File: src/rtl/pldt_pkg.sv
`timescale 1ns / 1ps
`default_nettype none
// ----------------------------------------------------------------------------
// pldt_pkg
// Character classes, line status codes and the lexer transition table for the
// parameter line tokenizer.
// ----------------------------------------------------------------------------
package pldt_pkg;

    localparam int PLDT_MAX_LINE_COLUMNS = 256;
    localparam int PLDT_MAX_TOKENS       = 256;

    localparam int NUM_CLASSES = 10;

    // character classes
    localparam logic [3:0] CL_BLANK  = 4'd0;
    localparam logic [3:0] CL_WORD   = 4'd1;
    localparam logic [3:0] CL_ASSIGN = 4'd2;
    localparam logic [3:0] CL_SIGN   = 4'd3;
    localparam logic [3:0] CL_DIGIT  = 4'd4;
    localparam logic [3:0] CL_DOT    = 4'd5;
    localparam logic [3:0] CL_EXP    = 4'd6;
    localparam logic [3:0] CL_QUOTE  = 4'd7;
    localparam logic [3:0] CL_END    = 4'd8;
    localparam logic [3:0] CL_OTHER  = 4'd9;

    // line status
    localparam logic [1:0] ST_ACTIVE  = 2'd0;
    localparam logic [1:0] ST_COMMENT = 2'd1;
    localparam logic [1:0] ST_ERROR   = 2'd2;

    // next state numbered from 1, 0 = no transition
    localparam logic [4:0] NEXT_TAB [16][NUM_CLASSES] = '{
        '{ 5'd1, 5'd12, 5'd0,  5'd0, 5'd12, 5'd0,  5'd12, 5'd0, 5'd11, 5'd0},
        '{ 5'd0, 5'd2,  5'd0,  5'd0, 5'd2,  5'd2,  5'd2,  5'd3, 5'd0,  5'd0},
        '{ 5'd7, 5'd0,  5'd0,  5'd0, 5'd0,  5'd0,  5'd0,  5'd0, 5'd11, 5'd0},
        '{ 5'd7, 5'd0,  5'd0,  5'd0, 5'd4,  5'd0,  5'd10, 5'd0, 5'd11, 5'd0},
        '{ 5'd7, 5'd0,  5'd0,  5'd0, 5'd5,  5'd0,  5'd0,  5'd0, 5'd11, 5'd0},
        '{ 5'd0, 5'd0,  5'd0,  5'd0, 5'd5,  5'd0,  5'd0,  5'd0, 5'd0,  5'd0},
        '{ 5'd7, 5'd0,  5'd0,  5'd9, 5'd8,  5'd0,  5'd0,  5'd2, 5'd11, 5'd0},
        '{ 5'd7, 5'd0,  5'd0,  5'd0, 5'd8,  5'd4,  5'd10, 5'd0, 5'd11, 5'd0},
        '{ 5'd0, 5'd0,  5'd0,  5'd0, 5'd8,  5'd0,  5'd0,  5'd0, 5'd0,  5'd0},
        '{ 5'd0, 5'd0,  5'd0,  5'd6, 5'd5,  5'd0,  5'd0,  5'd0, 5'd0,  5'd0},
        '{ 5'd0, 5'd0,  5'd0,  5'd0, 5'd0,  5'd0,  5'd0,  5'd0, 5'd0,  5'd0},
        '{ 5'd15, 5'd12, 5'd14, 5'd0, 5'd12, 5'd13, 5'd12, 5'd0, 5'd0, 5'd0},
        '{ 5'd0, 5'd16, 5'd0,  5'd0, 5'd16, 5'd0,  5'd16, 5'd0, 5'd0,  5'd0},
        '{ 5'd14, 5'd0, 5'd0,  5'd9, 5'd8,  5'd0,  5'd0,  5'd2, 5'd0,  5'd0},
        '{ 5'd15, 5'd0, 5'd14, 5'd0, 5'd0,  5'd0,  5'd0,  5'd0, 5'd0,  5'd0},
        '{ 5'd15, 5'd16, 5'd14, 5'd0, 5'd16, 5'd0, 5'd16, 5'd0, 5'd0,  5'd0}
    };

    // bit n set: state n stores characters
    localparam logic [15:0] STORES = 16'b1001_1011_1011_1110;

    function automatic logic [3:0] char_class(input logic [7:0] c);
        logic [3:0] cls;
        cls = CL_OTHER;
        if (c == 8'h20 || c == 8'h09) cls = CL_BLANK;
        else if (c == "-" || c == "+") cls = CL_SIGN;
        else if (c == "e" || c == "E" || c == "d" || c == "D") cls = CL_EXP;
        else if (c == "_" || (c >= "A" && c <= "Z") || (c >= "a" && c <= "z")) cls = CL_WORD;
        else if (c >= "0" && c <= "9") cls = CL_DIGIT;
        else if (c == ".") cls = CL_DOT;
        else if (c == 8'h22) cls = CL_QUOTE;
        else if (c == "=" || c == ":") cls = CL_ASSIGN;
        else if (c == "#") cls = CL_END;
        return cls;
    endfunction

    function automatic logic [4:0] next_lookup(input logic [3:0] st, input logic [3:0] cls);
        logic [4:0] nxt;
        nxt = 5'd0;
        if (cls < 4'(NUM_CLASSES)) nxt = NEXT_TAB[st][cls];
        return nxt;
    endfunction

endpackage
`default_nettype wire

File: src/rtl/param_line_dfa_tokenizer.sv
`timescale 1ns / 1ps
`default_nettype none
// ----------------------------------------------------------------------------
// param_line_dfa_tokenizer
// Lexes one parameter-file line, one character per word.
//
// Slave side: one character per word on i_s_tdata, i_s_tlast high closes the
// line (its data byte is ignored). Master side: one result word per input
// word, o_m_tlast marks the line close result.
// A word moves through an input register, one table step, and a result
// register, whose valid bit drives o_m_tvalid.
// One word per cycle while the receiver is ready; the lexer state, status,
// token and column counters advance as each word leaves the input register.
// When the receiver stalls, the result register holds and the input register
// fills; o_s_tready drops once both are full and rises in the cycle the
// receiver takes a word.
// Reset (synchronous, active low) empties both registers and puts the lexer
// in its start state with an active line and zero counts.
// ----------------------------------------------------------------------------
module param_line_dfa_tokenizer #(
    parameter int MAX_LINE_COLUMNS = pldt_pkg::PLDT_MAX_LINE_COLUMNS,
    parameter int MAX_TOKENS       = pldt_pkg::PLDT_MAX_TOKENS
) (
    input  wire logic        i_clk,
    input  wire logic        i_rst_n,
    input  wire logic        i_s_tvalid,
    output logic             o_s_tready,
    input  wire logic [7:0]  i_s_tdata,   // [7:0] char_byte
    input  wire logic        i_s_tlast,   // line_end
    output logic             o_m_tvalid,
    input  wire logic        i_m_tready,
    // [7:0] token_byte, [8] byte_kept, [9] token_done, [17:10] token_number,
    // [18] syntax_error, [26:19] error_column, [27] line_has_param, [31:28] 0
    output logic [31:0]      o_m_tdata,
    output logic             o_m_tlast    // line_done
);
    import pldt_pkg::*;

    localparam int CW = $clog2(MAX_LINE_COLUMNS + 1);
    localparam int TW = $clog2(MAX_TOKENS + 1);

    logic          r_in_vld;
    logic [7:0]    r_in_byte;
    logic          r_in_end;
    logic [3:0]    r_state,   n_state;
    logic [1:0]    r_status,  n_status;
    logic [TW-1:0] r_tok_cnt, n_tok_cnt;
    logic [CW-1:0] r_col_cnt, n_col_cnt;
    logic          r_out_vld;
    logic [31:0]   r_out_data, n_out_data;
    logic          r_out_last;

    logic          out_move;
    logic          step;
    logic [3:0]    cls;
    logic          active;
    logic [4:0]    lk;
    logic [3:0]    nxt;
    logic          err;
    logic          kept;
    logic          done;
    logic          has_param;
    logic [7:0]    tok_num;
    logic [7:0]    err_col;

    assign out_move   = !r_out_vld || i_m_tready;
    assign o_s_tready = !r_in_vld || out_move;
    assign step       = r_in_vld && out_move;

    always_comb begin
        cls    = r_in_end ? CL_END : char_class(r_in_byte);
        active = (r_status == ST_ACTIVE);
        lk     = next_lookup(r_state, cls);
        nxt    = 4'(lk - 5'd1);
        err    = active && (lk == 5'd0);
        kept   = active && !err && STORES[nxt] && !r_in_end;
        done   = active && !err && !STORES[nxt] && STORES[r_state];

        tok_num = (32'(r_tok_cnt) > 32'd255) ? 8'hFF : 8'(r_tok_cnt);
        err_col = (32'(r_col_cnt) > 32'd255) ? 8'hFF : 8'(r_col_cnt);

        n_tok_cnt = r_tok_cnt;
        if (done && (32'(r_tok_cnt) < MAX_TOKENS)) n_tok_cnt = r_tok_cnt + TW'(1);

        n_status = r_status;
        if (err) begin
            n_status = ST_ERROR;
        end else if (active && cls == CL_END) begin
            n_status = ST_COMMENT;
        end

        has_param = r_in_end && (n_status != ST_ERROR) && (n_tok_cnt != '0);

        n_out_data        = '0;
        n_out_data[7:0]   = kept ? r_in_byte : 8'd0;
        n_out_data[8]     = kept;
        n_out_data[9]     = done;
        n_out_data[17:10] = tok_num;
        n_out_data[18]    = err;
        n_out_data[26:19] = err ? err_col : 8'd0;
        n_out_data[27]    = has_param;

        n_state   = (active && !err) ? nxt : r_state;
        n_col_cnt = r_col_cnt;
        if (32'(r_col_cnt) < MAX_LINE_COLUMNS) n_col_cnt = r_col_cnt + CW'(1);

        if (r_in_end) begin
            n_state   = 4'd0;
            n_status  = ST_ACTIVE;
            n_tok_cnt = '0;
            n_col_cnt = '0;
        end
    end

    always_ff @(posedge i_clk) begin
        if (!i_rst_n) begin
            r_in_vld  <= 1'b0;
            r_out_vld <= 1'b0;
            r_state   <= 4'd0;
            r_status  <= ST_ACTIVE;
            r_tok_cnt <= '0;
            r_col_cnt <= '0;
        end else begin
            if (o_s_tready) r_in_vld <= i_s_tvalid;
            if (out_move) r_out_vld <= r_in_vld;
            if (step) begin
                r_state   <= n_state;
                r_status  <= n_status;
                r_tok_cnt <= n_tok_cnt;
                r_col_cnt <= n_col_cnt;
            end
        end
    end

    always_ff @(posedge i_clk) begin
        if (o_s_tready && i_s_tvalid) begin
            r_in_byte <= i_s_tdata;
            r_in_end  <= i_s_tlast;
        end
        if (step) begin
            r_out_data <= n_out_data;
            r_out_last <= r_in_end;
        end
    end

    assign o_m_tvalid = r_out_vld;
    assign o_m_tdata  = r_out_data;
    assign o_m_tlast  = r_out_last;

endmodule
`default_nettype wire

File: config.mk
export PLATFORM = sky130hd
export DESIGN_NAME = param_line_dfa_tokenizer
export DESIGN_NICKNAME = d
export VERILOG_FILES = /design/src/rtl/pldt_pkg.sv /design/src/rtl/param_line_dfa_tokenizer.sv
export SDC_FILE = /design/constraint.sdc
export NUM_CORES = 1
export LEC_CHECK = 0
export BUFFER_PORTS_ARGS = -buffer_cell sky130_fd_sc_hd__buf_4
export CELL_PAD_IN_SITES_DETAIL_PLACEMENT = 1
export CELL_PAD_IN_SITES_GLOBAL_PLACEMENT = 2
export CORE_MARGIN = 4
export CORE_UTILIZATION = 41
export CTS_CLUSTER_DIAMETER = 200
export DETAILED_ROUTE_END_ITERATION = 16
export MAX_ROUTING_LAYER = met4
export PLACE_DENSITY = 0.95
export REMOVE_ABC_BUFFERS = 1
export SLEW_MARGIN = 20
export SYNTH_ARGS = -nofsm -noshare
export SYNTH_HDL_FRONTEND = slang
export SYNTH_SLANG_ARGS = --single-unit
File: constraint.sdc
create_clock -name i_clk -period 9.9 [get_ports i_clk]
set_clock_uncertainty 0.15 [all_clocks]
set_input_delay 0.99 -clock i_clk [delete_from_list [all_inputs] [get_ports i_clk]]
set_output_delay 0.99 -clock i_clk [all_outputs]
set_load 0.005 [all_outputs]
# After elaboration in Yosys (flattened, before gate mapping)
# Memories as Yosys holds them, arrays and structs flattened. A register that Yosys moved wholly into a read port is not among the register bits.
# Index checks and enable logic that the tools add are counted.
# word_totals
ff_bits	64
latchBits	0
ramBits	0
rom_bits	832
input_bits	13
output_inout_bits	35
elab_cells	119
n_memories	3
# op_classes
n_addsub	3
mul	0
div	0
magnitude_cmp	15
n_eq_ne	16
shift	0
n_mux	30
bitwise	2
reduce_logical	37
# mem_list
name	words	word_bits	rd	rd_clocked_by_memory_dff	write_ports	line	source
(no name shown)	16	50	1	0	0	pldt_pkg.sv:73	if (cls < 4'(NUM_CLASSES)) nxt = NEXT_TAB[st][cls];
(no name shown)	16	1	1	1	0	param_line_dfa_tokenizer.sv:77	done = active && !err && !STORES[nxt] && STORES[r_state];
(no name shown)	16	1	1	0	0	param_line_dfa_tokenizer.sv:77	
# op_table
cell	count
50-bit 2-to-1 mux	2
8-bit by 6-bit equality test with 1-bit output, second input constant	8
4-bit 2-to-1 mux	13
8-bit by 7-bit equality test with 1-bit output, second input constant	5
9-bit 2-to-1 mux	4
5-bit binary-select mux with 4-bit select	1
9-bit by 1-bit adder with 9-bit output, second input constant	2
9-bit by 8-bit > comparator with 1-bit output, second input constant	2
9-bit < comparator, second input constant	2
8-bit by 7-bit greater-or-equal comparator with 1-bit output, second input constant	2
8-bit by 7-bit less-or-equal comparator with 1-bit output, second input constant	2
1-bit logical AND	15
5-bit 2-to-1 mux	3
5-bit greater-or-equal comparator, second input constant	2
1-bit logical OR	10
4-bit by 5-bit < comparator with 1-bit output, second input constant	2
4-bit inverter with 5-bit output	2
9-bit nonzero test	1
8-bit by 4-bit equality test with 1-bit output, second input constant	1
8-bit by 6-bit greater-or-equal comparator with 1-bit output, second input constant	1
8-bit by 6-bit less-or-equal comparator with 1-bit output, second input constant	1
8-bit 2-to-1 mux	1
2-bit 2-to-1 mux	3
1-bit logical NOT	5
other kinds (9)	13

# Logic depth before layout (Yosys ltp)
# Gate-level depths: netlist (run 1).
# depth
word_depth	26
ltp_mapped	21
mapped_depth_nobuf	21

# Worst setup path after synthesis (run 1)
# OpenSTA, ideal clock, no wires.
# synth_path
kind	register to register
from	reg r_in_byte[7]
to	reg r_out_data[27] (netlist: o_m_tdata[27]) (data pin)
setup_ns	0.264
arrival_ns	4.043
t_required_ns	9.486
setup_slack_ns	5.443
stages_incl_launch_ff	16
path_buffers	1
synth_period_minus_slack_ns	4.457
cell_sequence	edfxtp_1 > or3b_1 > buf_4 > o311ai_2 > nand3_1 > or3_1 > and2_1 > a21o_1 > ha_1 > or2_2 > mux2i_1 > nor2_1 > a311o_1 > a32oi_2 > mux2i_1 > a211oi_2
# synth_via
elab_chain_cells	26
word_cells_on_any_way	67
classes_between	add/sub: 1; order compare: 7; eq/ne: 16; mux: 18; bitwise: 1; reduce/logical: 23; memory: 1
# synth_rtl
item	line	source
from (decl)	param_line_dfa_tokenizer.sv:43	logic [7:0] r_in_byte;
from (signal assigned)	param_line_dfa_tokenizer.sv:137	r_in_byte <= i_s_tdata;
8-bit by 6-bit equality test with 1-bit output (on tied branches)	pldt_pkg.sv:66, pldt_pkg.sv:65	
1-bit 2-to-1 mux / 1-bit logical OR (equally long branches)	pldt_pkg.sv:66, pldt_pkg.sv:65	
4-bit 2-to-1 mux	pldt_pkg.sv:65	else if (c == "=" || c == ":") cls = CL_ASSIGN;
4-bit 2-to-1 mux	pldt_pkg.sv:64	else if (c == 8'h22) cls = CL_QUOTE;
4-bit 2-to-1 mux	pldt_pkg.sv:63	else if (c == ".") cls = CL_DOT;
4-bit 2-to-1 mux	pldt_pkg.sv:62	else if (c >= "0" && c <= "9") cls = CL_DIGIT;
4-bit 2-to-1 mux	pldt_pkg.sv:61	else if (c == "_" || (c >= "A" && c <= "Z") || (c >= "a" && c <= "z")) cls = CL_WORD;
4-bit 2-to-1 mux	pldt_pkg.sv:60	else if (c == "e" || c == "E" || c == "d" || c == "D") cls = CL_EXP;
(+10 left out)	-	
1-bit 2-to-1 mux (not written as such) / 1-bit logical NOT (equally long branches)	param_line_dfa_tokenizer.sv:77	
1-bit logical NOT / 1-bit logical AND (equally long branches)	param_line_dfa_tokenizer.sv:77	
1-bit logical AND (2 in series)	param_line_dfa_tokenizer.sv:77	
1-bit logical AND	param_line_dfa_tokenizer.sv:83	if (done && (32'(r_tok_cnt) < MAX_TOKENS)) n_tok_cnt = r_tok_cnt + TW'(1);
9-bit 2-to-1 mux	param_line_dfa_tokenizer.sv:83	
9-bit nonzero test	param_line_dfa_tokenizer.sv:92	has_param = r_in_end && (n_status != ST_ERROR) && (n_tok_cnt != '0);
1-bit logical AND *	param_line_dfa_tokenizer.sv:92	
net has_param	param_line_dfa_tokenizer.sv:62	logic has_param;
to (signal assigned)	param_line_dfa_tokenizer.sv:141	r_out_data <= n_out_data;
to (decl)	param_line_dfa_tokenizer.sv:50	logic [31:0] r_out_data, n_out_data;
# The timed path passes the listed nets; every way through them passes the cells marked *. The select of a mux whose other input is x is not followed.
# A chain may end at the register's enable or synchronous reset.

==> results of run 1 <==
==> cell families (layout without fill, tap and decap cells) <==
family          Yosys count  count (layout)  synth area share
fa+ha+maj                16              16            0.0444
buf+inv                  41              74            0.0430
simple gates            195             195             0.247
mux                      13              13            0.0308
other cells               1               4          0.000832
compound gates          132             132             0.241
xor+xnor                 10              10            0.0194
flops                    65              65             0.373
==> layout by cell type, fill, tap and decap left out, drive strengths merged, types with 13 or more instances in the layout <==
cell type,n
and2,17
nand2,40
edfxtp,38
a21oi,25
buf,44
or2,16
o21ai,28
nor2,40
dfxtp,27
inv,13
ha,16
==> final timing paths <==
kind / slack [ns] / to / cells after the start
hold / removal: 0.36 / r_col_cnt[7]$_SDFFE_PN0P_ / 2
setup reg to reg: 4.88 / register / 17
hold reg to reg: 0.36 / r_col_cnt[7]$_SDFFE_PN0P_ / 2
setup / recovery: 4.88 / register / 17
==> synthesized netlist by cell type, types with 4 or more instances <==
master / instances
clkbuf_1: 14
and2_1: 17
buf_2: 5
ha_1: 16
nand4_1: 8
mux2i_1: 9
and3_1: 8
edfxtp_1: 38
xnor2_1: 4
o21ai_0: 23
dfxtp_1: 27
a21oi_1: 23
nor2b_1: 8
a31oi_1: 4
inv_1: 12
a211oi_1: 4
nor2_1: 38
buf_4: 7
or3_1: 5
nand2_1: 39
o211ai_1: 4
or2_2: 14
nand3_1: 10
xor2_1: 6
nor3_1: 8
nand4b_1: 6
nand2b_1: 7
o21a_1: 10
==> final cells by class <==
cell class                      instances  area share
Multi-Input combinational cell        370       0.519
Sequential cell                        65       0.330
Timing Repair Buffer                   44      0.0648
Tap cell                              140      0.0344
Clock buffer                           10      0.0251
Clock inverter                          6      0.0162
Inverter                               14      0.0103
==> layer usage <==
layer / vias to the layer above / part of all wire / global-route usage
met3: 17 / 0.037 / 0.0428
met1: 1837 / 0.46 / 0.241
li1: 1825 / - / -
met2: 71 / 0.48 / 0.310
met5: - / 0 / -
met4: 0 / 0.015 / 0.0497
==> power by group through the flow <==
stage	Clock [W]	Sequential, W	Combinational, W
floorplan	0	0.000313	0.0000865
global placement	0	0.000315	0.000121
detailed placement	0	0.000316	0.000125
CTS	0.000249	0.000310	0.000126
global route	0.000263	0.000312	0.000138
finish	0.000242	0.000310	0.000125
==> worst max-delay path: cells and delay by family, from the launching register on <==
| family | cells | cell delay (ns) |
|---|---|---|
| AOI/OAI and AO/OA | 7 | 1.69 |
| adders and majority gates | 2 | 0.44 |
| DFF | 1 | 0.48 |
| muxes | 1 | 0.27 |
| and+or+nand+nor | 7 | 1.91 |
==> metrics by stage <==
| stage | power [W] | instances |
|---|---|---|
| 3_3_place_gp | 0.000436 | 633 |
| 6_report | 0.000677 | 649 |
| 2_1_floorplan | 0.000400 | 449 |
| 4_1_cts | 0.000685 | 649 |
| 5_1_grt | 0.000713 | 649 |
| 3_5_place_dp | 0.000441 | 633 |
==> flip-flops by register name, indices dropped and copies added, names as in the netlist, named ones only <==
register	flops
r_state	4
r_in_end	1
o_m_tlast	1
r_in_vld	1
r_tok_cnt	9
r_col_cnt	9
r_status	2
o_m_tvalid	1
o_m_tdata	28
r_in_byte	8
==> out/qor.yml, run 1 <==
netSwitchingFraction: 0.278
cp-startpoint: "r_in_byte[7]$_DFFE_PP_"
pwr-share-comb: 0.185
power.share.clock: 0.357
finalWorstSetupSlack_ns: 4.88
slew_violations: 0
seq_area_um2: 1680
antenna_found_initial: 0
critical-path-max-stage-delay_ns: 0.62
synthArstFlopShare: 0
place_hpwl_mm: 8.74
num_rows: 38
pre_cts_ws_ns: 4.92
clock_latency_ns: 0.34
io_buffer_count: 43
ctsHtreeMaxLevel: 3
cts_sinks: 65
netlist_top_cells_area: "edfxtp_1 (25%), dfxtp_1 (12%), ha_1 (4.4%)"
timing.max_cap.violations: 0
fmax_mhz: 199
power.leakage_nw: 1.84
worst_hold_path_type: "reg -> reg"
ant_nets: 0
path_cells: "or3b_1 -> or4_4 -> nand2_4 -> nand2_1 -> a22o_1 -> and2_1 -> a21o_1 -> ha_1 -> o41ai_1 -> nor3_2 -> a211oi_2 -> o21ai_0 -> a21oi_1 -> nand2b_1 -> ha_1 -> mux2_4 -> a221oi_2"
clkTransAtPathRegs_ns: 0.07
synthCells: 473
finalCriticalPeriod_ns: 5.02
overflow: 0
setup_viol_count_final: 0
drive_gt1_frac: 0.208
design_area_um2: 5090
grt_max_degree: 38
holdCritStartpoint: "r_col_cnt[7]$_SDFFE_PN0P_"
peakVddDrop_v: 0.0000938
tightest_slew_ns: 0.780
ctsResizeCount: 0
setup-tns-final_ns: 0
cts-root-buf: "clkbuf_8"
nets: 533
finalCoreUtilization: 0.472
core_um2: 10800
wl_per_cell_um: 17.9
layout_worst_path_cycle_share: 0.507
seq_area_frac_synth: 0.373
critPathKind: "reg -> reg"
r2r_start: "r_in_byte[7]$_DFFE_PP_"
rsz0062_at_grt: "false"
cts_buffers: 9
fill_cells: 1232
syn_avg_cell_area_um2: 9.53
ys_warn_count: 0
ios: 48
drt_pre_antenna_iters: 4
cpMaxStageDelayCell: "or3b_1"
drt-vias-per-instance: 5.78
gp_congestion: 0.895
slew_headroom: 0.478
first_iter_violations: 215
synth_edf_count: 38
hold_ws_ns: 0.363
wirelength_mm: 11.6
chipHeight_um: 113
synth_top_area_frac: 0.253
cts_tree: "built"
cts_max_path_buffers: 2
num_antenna_cells: 0
synth_top_cell_by_area: "edfxtp_1"
cp_common_cell: "ha_1"
cellPowerDensity_nw_per_um2: 133
p_seq_frac: 0.458
placed_area_um2: 4880
dieWidth_um: 113
end_kind: "register"
hold_viol: 0
critPathLaunchType: "register"
outcome: "complete, no violations"
grt_pass1_wl_mm: 19.3
drc: 0
multi_input_area_um2: 2640
synth.cell_area_um2: 4510
num_vias: 3750
dieArea_um2: 12700
p_int_w: 0.000489
cts_setup_buffers: 0
cp_max_fo: 11
synth_flop_cell: "edfxtp_1"
syn_to_final_growth_pct: 13.0
cts.hold.buffers_added: 0
grt_pass1_vias: 3808
cp.required_ns: 10.01
netlist-cell-type-count: 94
power_switching_w: 0.000188
cp.arrival_ns: 5.12
start_util: 0.418
grt_usage: 0.191
synth-seq-cells: 65
No activity file was read; power rests on OpenSTA's default activity.
==> run 2: changes to the inputs <==
CORE_UTILIZATION = 34   (was 41)
PLACE_DENSITY = 0.86   (was 0.95)
clock period = 4.1 ns   (was 9.9 ns; I/O delays follow)
==> out/qor.yml, run 2 (synthesized netlist as in run 1, its figures left out) <==
peakVddDrop_v: 0.000264  # was 0.0000938 V
reg2reg_slack_ns: -0.40  # was 4.88 ns
dieArea_um2: 15200  # was 12700 µm²
first_iter_violations: 322  # was 215
setup_viol_count_final: 21  # was 0
drt-vias-per-instance: 5.58  # was 5.78
ctsHtreeMaxLevel: 3  # unchanged
cts_max_path_buffers: 2  # unchanged
timing.max_cap.violations: 0  # unchanged
fmax_mhz: 222  # was 199 MHz
gp_congestion: 0.915  # was 0.895
grt_pass1_wl_mm: 25.5  # was 19.3 mm
ant_nets: 0  # unchanged
wirelength_mm: 16.8  # was 11.6 mm
drt_pre_antenna_iters: 7  # was 4
grt_max_degree: 38  # unchanged
slew_violations: 0  # unchanged
dieWidth_um: 123  # was 113 µm
rsz0062_at_grt: "true"  # was false
worstRegToRegCells: 20  # was 17
wl_per_cell_um: 20.5  # was 17.9 µm
cts.hold.buffers_added: 0  # unchanged
grt_pass1_vias: 4795  # was 3808
tightest_slew_ns: 0.748  # was 0.780 ns
io_buffer_count: 43  # unchanged
final_common_cell: "buf_4"  # unchanged
largest_reg_flops: 28  # unchanged
worst_hold_path_type: "in -> reg"  # was reg -> reg
drc: 0  # unchanged
grt_usage: 0.220  # was 0.191
place_hpwl_mm: 10.8  # was 8.74 mm
layout.cells.most_common_list: "buf_4 (161), edfxtp_1 (38), nand2_1 (35), nor2_1 (32), dfxtp_1 (27)"  # was buf_4 (44), nand2_1 (39), nor2_1 (38), edfxtp_1 (38), dfxtp_1 (27)
cp_max_fo: 5  # was 11
drive_gt1_frac: 0.472  # was 0.208
path_cells: "buf_6 -> or2_4 -> buf_4 -> or4_4 -> nand2_4 -> nand2_2 -> a22o_1 -> and2_1 -> a21o_1 -> ha_4 -> o41ai_4 -> nor3_2 -> a211oi_2 -> o21ai_2 -> a21oi_2 -> buf_4 -> nor2_2 -> ha_2 -> mux2_4 -> a221oi_2"  # was or3b_1 -> or4_4 -> nand2_4 -> nand2_1 -> a22o_1 -> and2_1 -> a21o_1 -> ha_1 -> o41ai_1 -> nor3_2 -> a211oi_2 -> o21ai_0 -> a21oi_1 -> nand2b_1 -> ha_1 -> mux2_4 -> a221oi_2
finalWorstSetupSlack_ns: -0.399  # was 4.88 ns
hold_viol: 0  # unchanged
clock_latency_ns: 0.34  # about the same
cp-startpoint: "r_in_byte[2]$_DFFE_PP_"  # was r_in_byte[7]$_DFFE_PP_
nets: 674  # was 533
cpMaxStageDelayCell: "or4_4"  # was or3b_1
cts_buffers: 9  # unchanged
critPathLaunchType: "register"  # unchanged
end_kind: "register"  # unchanged
finalCoreUtilization: 0.529  # was 0.472
critical-path-max-stage-delay_ns: 0.47  # was 0.62 ns
cellPowerDensity_nw_per_um2: 317  # was 133 nW/µm²
cp_common_cell: "buf_4"  # was ha_1
layout_worst_path_cycle_share: 1.10  # was 0.507
r2r_start: "r_in_byte[2]$_DFFE_PP_"  # was r_in_byte[7]$_DFFE_PP_
core_um2: 12800  # was 10800 µm²
hold_ws_ns: 0.103  # was 0.363 ns
violations: "setup timing"
critPathKind: "reg -> reg"  # unchanged
start_util: 0.352  # was 0.418
pre_cts_ws_ns: -0.499  # was 4.92 ns
num_antenna_cells: 0  # unchanged
num_rows: 41  # was 38
slew_headroom: 0.501  # was 0.478
antenna_found_initial: 0  # unchanged
syn_to_final_growth_pct: 50.5  # was 13.0%
cp.required_ns: 4.19  # was 10.01 ns
outcome: "complete, but fails checks"  # was complete, no violations
overflow: 0  # unchanged
cts-root-buf: "clkbuf_16"  # was clkbuf_8
cts_sinks: 65  # unchanged
chipHeight_um: 123  # was 113 µm
cts_tree: "built"  # unchanged
ios: 48  # unchanged
cp.arrival_ns: 4.59  # was 5.12 ns
num_vias: 4589  # was 3750
clkTransAtPathRegs_ns: 0.06  # was 0.07 ns
power.leakage_nw: 2.68  # was 1.84 nW
finalCriticalPeriod_ns: 4.50  # was 5.02 ns
setup-tns-final_ns: -5.74  # was 0 ns
-- run 2: cell types whose count changed in the layout (fill, tap and decap cells not counted), moves of 5 or more --
cell | previous run | this run
buf_4 | 44 | 161
buf_6 | 0 | 22
and2_1 | 17 | 8
and2_4 | 0 | 9
clkbuf_16 | 0 | 9
clkbuf_8 | 9 | 0
nor2_1 | 38 | 32
ha_1 | 16 | 11
o21ai_0 | 23 | 18
o21ai_2 | 1 | 6
-- run 2: layer usage --
layer  GRT usage  wire length (µm)  vias to the layer above
met5           -                 0                        -
li1            -                 -                     2111
met2       0.375              8770                      143
met1       0.260              6920                     2294
met4      0.0837               456                        0
met3      0.0375               681                       41
-- run 2: worst min-delay path by stage --
| stage | start | to | slack [ns] | cells after the start |
|---|---|---|---|---|
| finish | i_s_tdata[4] | r_in_byte[4]$_DFFE_PP_ | 0.10 | 1 |
| floorplan | r_status[1]$_SDFFE_PN0P_ | r_status[1]$_SDFFE_PN0P_ | 0.30 | 2 |
| CTS | i_s_tdata[4] | r_in_byte[4]$_DFFE_PP_ | 0.10 | 1 |
| global placement | r_status[1]$_SDFFE_PN0P_ | r_status[1]$_SDFFE_PN0P_ | 0.33 | 2 |
| global route | i_s_tdata[4] | r_in_byte[4]$_DFFE_PP_ | 0.09 | 1 |
| detailed placement | r_status[1]$_SDFFE_PN0P_ | r_status[1]$_SDFFE_PN0P_ | 0.34 | 2 |
-- run 2: cell type report --
class,count,area [µm²]
clock inverter,6,82.6
inverter,14,52.6
timing repair buffer,184,1480
multi-input combinational,371,3050
tap,172,215
clock buffer,10,229
sequential,65,1680
fill,1456,6040
-- run 2: report_power, final --
| group | total (W) | internal, W | switching (W) |
|---|---|---|---|
| Combinational | 0.000594 | 0.000292 | 0.000302 |
| Clock | 0.000819 | 0.000530 | 0.000289 |
| Sequential | 0.000738 | 0.000721 | 0.0000164 |
-- run 2: critical path, delay by kind of cell, from the launching register on --
kind | cells | cell delay, ns
multiplexers | 1 | 0.27
adder cells (fa/ha/maj) | 2 | 0.40
AND/OR/NAND/NOR | 7 | 1.21
AO/OA/AOI/OAI | 7 | 1.50
buffers and inverters | 3 | 0.44
flip-flops | 1 | 0.42
-- run 2: timing repair --
action / 4_1_cts / 5_1_grt
setup endpoints to repair: 21 / 22
setup buffers: 19 / 16
gates cloned: 2 / 0
pin swaps: 29 / 46
resized for setup: 59 / 49
-- run 2: through the flow --
stage / power [W] / instance area, µm² / cells
6_report: 0.00215 / 6790 / 822
5_1_grt: 0.00223 / 6790 / 822
4_1_cts: 0.00206 / 6440 / 807
3_5_place_dp: 0.00118 / 5720 / 770
3_3_place_gp: 0.00116 / 5720 / 770
2_1_floorplan: 0.000965 / 4380 / 449
==> run 3: changes to the inputs <==
BUFFER_PORTS_ARGS = -buffer_cell sky130_fd_sc_hd__buf_2   (was -buffer_cell sky130_fd_sc_hd__buf_4)
HOLD_SLACK_MARGIN = 0.05   (was unset)
==> out/qor.yml, run 3 (synthesized netlist as in run 1, its figures left out) <==
cp.required_ns: 4.03  # was 4.19 ns
drive_gt1_frac: 0.455  # was 0.472
layout.cells.most_common_list: "buf_4 (121), buf_2 (44), edfxtp_1 (38), nand2_1 (36), nor2_1 (33)"  # was buf_4 (161), edfxtp_1 (38), nand2_1 (35), nor2_1 (32), dfxtp_1 (27)
grt_max_degree: 38  # unchanged
total_power_w: 0.00206  # was 0.00215 W
io_buffer_count: 43  # unchanged
finalCriticalPeriod_ns: 4.47  # was 4.50 ns
cp_max_fo: 5  # unchanged
worstReg2RegEnd: "o_m_tdata[27]$_DFFE_PP_"
syn_to_final_growth_pct: 44.5  # was 50.5%
drt_pre_antenna_iters: 5  # was 7
layout_worst_path_cycle_share: 1.09  # was 1.10
cp-startpoint: "r_in_byte[7]$_DFFE_PP_"  # was r_in_byte[2]$_DFFE_PP_
tightest_slew_ns: 0.727  # was 0.748 ns
cts-root-buf: "clkbuf_16"  # unchanged
setup_viol_count_final: 21  # unchanged
timing.max_cap.violations: 0  # unchanged
chipHeight_um: 123  # unchanged
clkTransAtPathRegs_ns: 0.06  # about the same
finalWorstSetupSlack_ns: -0.374  # was -0.399 ns
critical-path-max-stage-delay_ns: 0.57  # was 0.47 ns
fmax_mhz: 224  # was 222 MHz
outcome: "complete, but fails checks"  # unchanged
instances_no_fill: 811  # was 822
peakVddDrop_v: 0.000232  # was 0.000264 V
wirelength_mm: 16.0  # was 16.8 mm
violations: "setup timing"  # unchanged
grt_pass1_wl_mm: 25.1  # was 25.5 mm
finalCoreUtilization: 0.508  # was 0.529
gp_congestion: 0.926  # was 0.915
drc: 0  # unchanged
ctsHtreeMaxLevel: 3  # unchanged
num_antenna_cells: 0  # unchanged
wl_per_cell_um: 19.7  # was 20.5 µm
seq_area_um2: 1680  # unchanged
worst_hold_path_type: "in -> reg"  # unchanged
nets: 663  # was 674
dieWidth_um: 123  # unchanged
cts_buffers: 9  # unchanged
crit_end: "o_m_tdata[27]$_DFFE_PP_"
cts_max_path_buffers: 2  # unchanged
path_cells: "or3b_4 -> or4_4 -> nand3_4 -> o32ai_2 -> a22o_1 -> and2_1 -> a21o_1 -> ha_4 -> and2_2 -> buf_4 -> a2111oi_4 -> nand4b_1 -> o21ai_4 -> mux2i_2 -> a211oi_2"  # was buf_6 -> or2_4 -> buf_4 -> or4_4 -> nand2_4 -> nand2_2 -> a22o_1 -> and2_1 -> a21o_1 -> ha_4 -> o41ai_4 -> nor3_2 -> a211oi_2 -> o21ai_2 -> a21oi_2 -> buf_4 -> nor2_2 -> ha_2 -> mux2_4 -> a221oi_2
clock_latency_ns: 0.33  # was 0.34 ns
critPathKind: "reg -> reg"  # unchanged
cpMaxStageDelayCell: "or4_4"  # unchanged
dp_cells: 766  # was 770
cp.arrival_ns: 4.40  # was 4.59 ns
r2r_start: "r_in_byte[7]$_DFFE_PP_"  # was r_in_byte[2]$_DFFE_PP_
fill_cells: 1464  # was 1456
dieArea_um2: 15200  # unchanged
slew_violations: 0  # unchanged
critPathLaunchType: "register"  # unchanged
ios: 48  # unchanged
grt_pass1_vias: 4822  # was 4795
rsz0062_at_grt: "true"  # unchanged
antenna_found_initial: 0  # unchanged
start_util: 0.352  # unchanged
largest_reg_flops: 28  # unchanged
cellPowerDensity_nw_per_um2: 316  # was 317 nW/µm²
reg2reg_slack_ns: -0.37  # was -0.40 ns
power.leakage_nw: 2.59  # was 2.68 nW
ant_nets: 0  # unchanged
cts.hold.buffers_added: 0  # unchanged
cts_tree: "built"  # unchanged
place_hpwl_mm: 10.5  # was 10.8 mm
slew_headroom: 0.515  # was 0.501
num_rows: 41  # unchanged
multi_input_area_um2: 3040  # was 3050 µm²
end_kind: "register"  # unchanged
num_vias: 4501  # was 4589
final_common_cell: "buf_4"  # unchanged
drt-vias-per-instance: 5.55  # was 5.58
worstRegToRegCells: 15  # was 20
overflow: 0  # unchanged
first_iter_violations: 294  # was 322
grt_usage: 0.215  # was 0.220
hold_viol: 0  # unchanged
core_um2: 12800  # unchanged
cts_sinks: 65  # unchanged
run 3: cell types whose count changed in the layout (fill, tap and decap cells not counted), moves of 2 or more:
cell	before	now
nor2_4	3	1
buf_6	22	8
and2_1	8	11
and2_4	9	5
buf_4	161	121
buf_2	0	44
clkinv_4	0	3
run 3: per-layer routing:
layer,global-route usage,vias up,share of wire
li1,-,2097,-
met1,0.256,2259,0.42
met2,0.376,112,0.51
met3,0.0316,33,0.040
met4,0.0678,0,0.024
met5,-,-,0
run 3: layout make-up:
type	instances	area share
clock buffer	9	0.0346
clock inverter	7	0.0123
multi-input combinational	371	0.467
sequential	65	0.258
inverter	14	0.00806
tap	172	0.0330
timing repair buffer	173	0.187
run 3: how the worst min path moves through the flow:
stage / from / endpoint / slack (ns) / cells after the start
after global routing: i_s_tdata[0] / r_in_byte[0]$_DFFE_PP_ / 0.10 / 1
after detailed placement: r_status[1]$_SDFFE_PN0P_ / r_status[1]$_SDFFE_PN0P_ / 0.36 / 2
after global placement: r_status[1]$_SDFFE_PN0P_ / r_status[1]$_SDFFE_PN0P_ / 0.33 / 2
final: i_s_tdata[0] / r_in_byte[0]$_DFFE_PP_ / 0.11 / 1
after floorplan: r_status[1]$_SDFFE_PN0P_ / r_status[1]$_SDFFE_PN0P_ / 0.30 / 2
after CTS: i_s_tdata[2] / r_in_byte[2]$_DFFE_PP_ / 0.10 / 1
run 3: per-stage QoR:
step	instance area (µm²)	setup TNS, ns	hold WS (ns)	setup slack (ns)
after global routing	6520	-7.08	0.101	-0.469
after CTS	6330	-1.22	0.101	-0.153
final	6520	-4.53	0.107	-0.374
after detailed placement	5570	-8.89	0.357	-0.533
after global placement	5570	-5.02	0.330	-0.341
after floorplan	4380	-5.74	0.304	-0.446
run 3: critical path, delay by kind of cell, from the launching register on:
family	cells	cell delay, ns
and+or+nand+nor	6	1.80
AOI/OAI and AO/OA	6	1.22
DFF	1	0.41
muxes	1	0.29
adders and majority gates	1	0.18
buffers and inverters	1	0.16
run 3: timing repair:
action / 4_1_cts / 5_1_grt
pin swaps: 42 / 23
gates resized for setup: 62 / 26
gates cloned: 2 / 0
setup endpoints to repair: 21 / 24
buffers inserted: 26 / 3
run 3: power breakdown:
| part | total, W | internal (W) | switching, W |
|---|---|---|---|
| logic | 0.000542 | 0.000256 | 0.000285 |
| clock network | 0.000784 | 0.000477 | 0.000307 |
| registers | 0.000736 | 0.000721 | 0.0000155 |
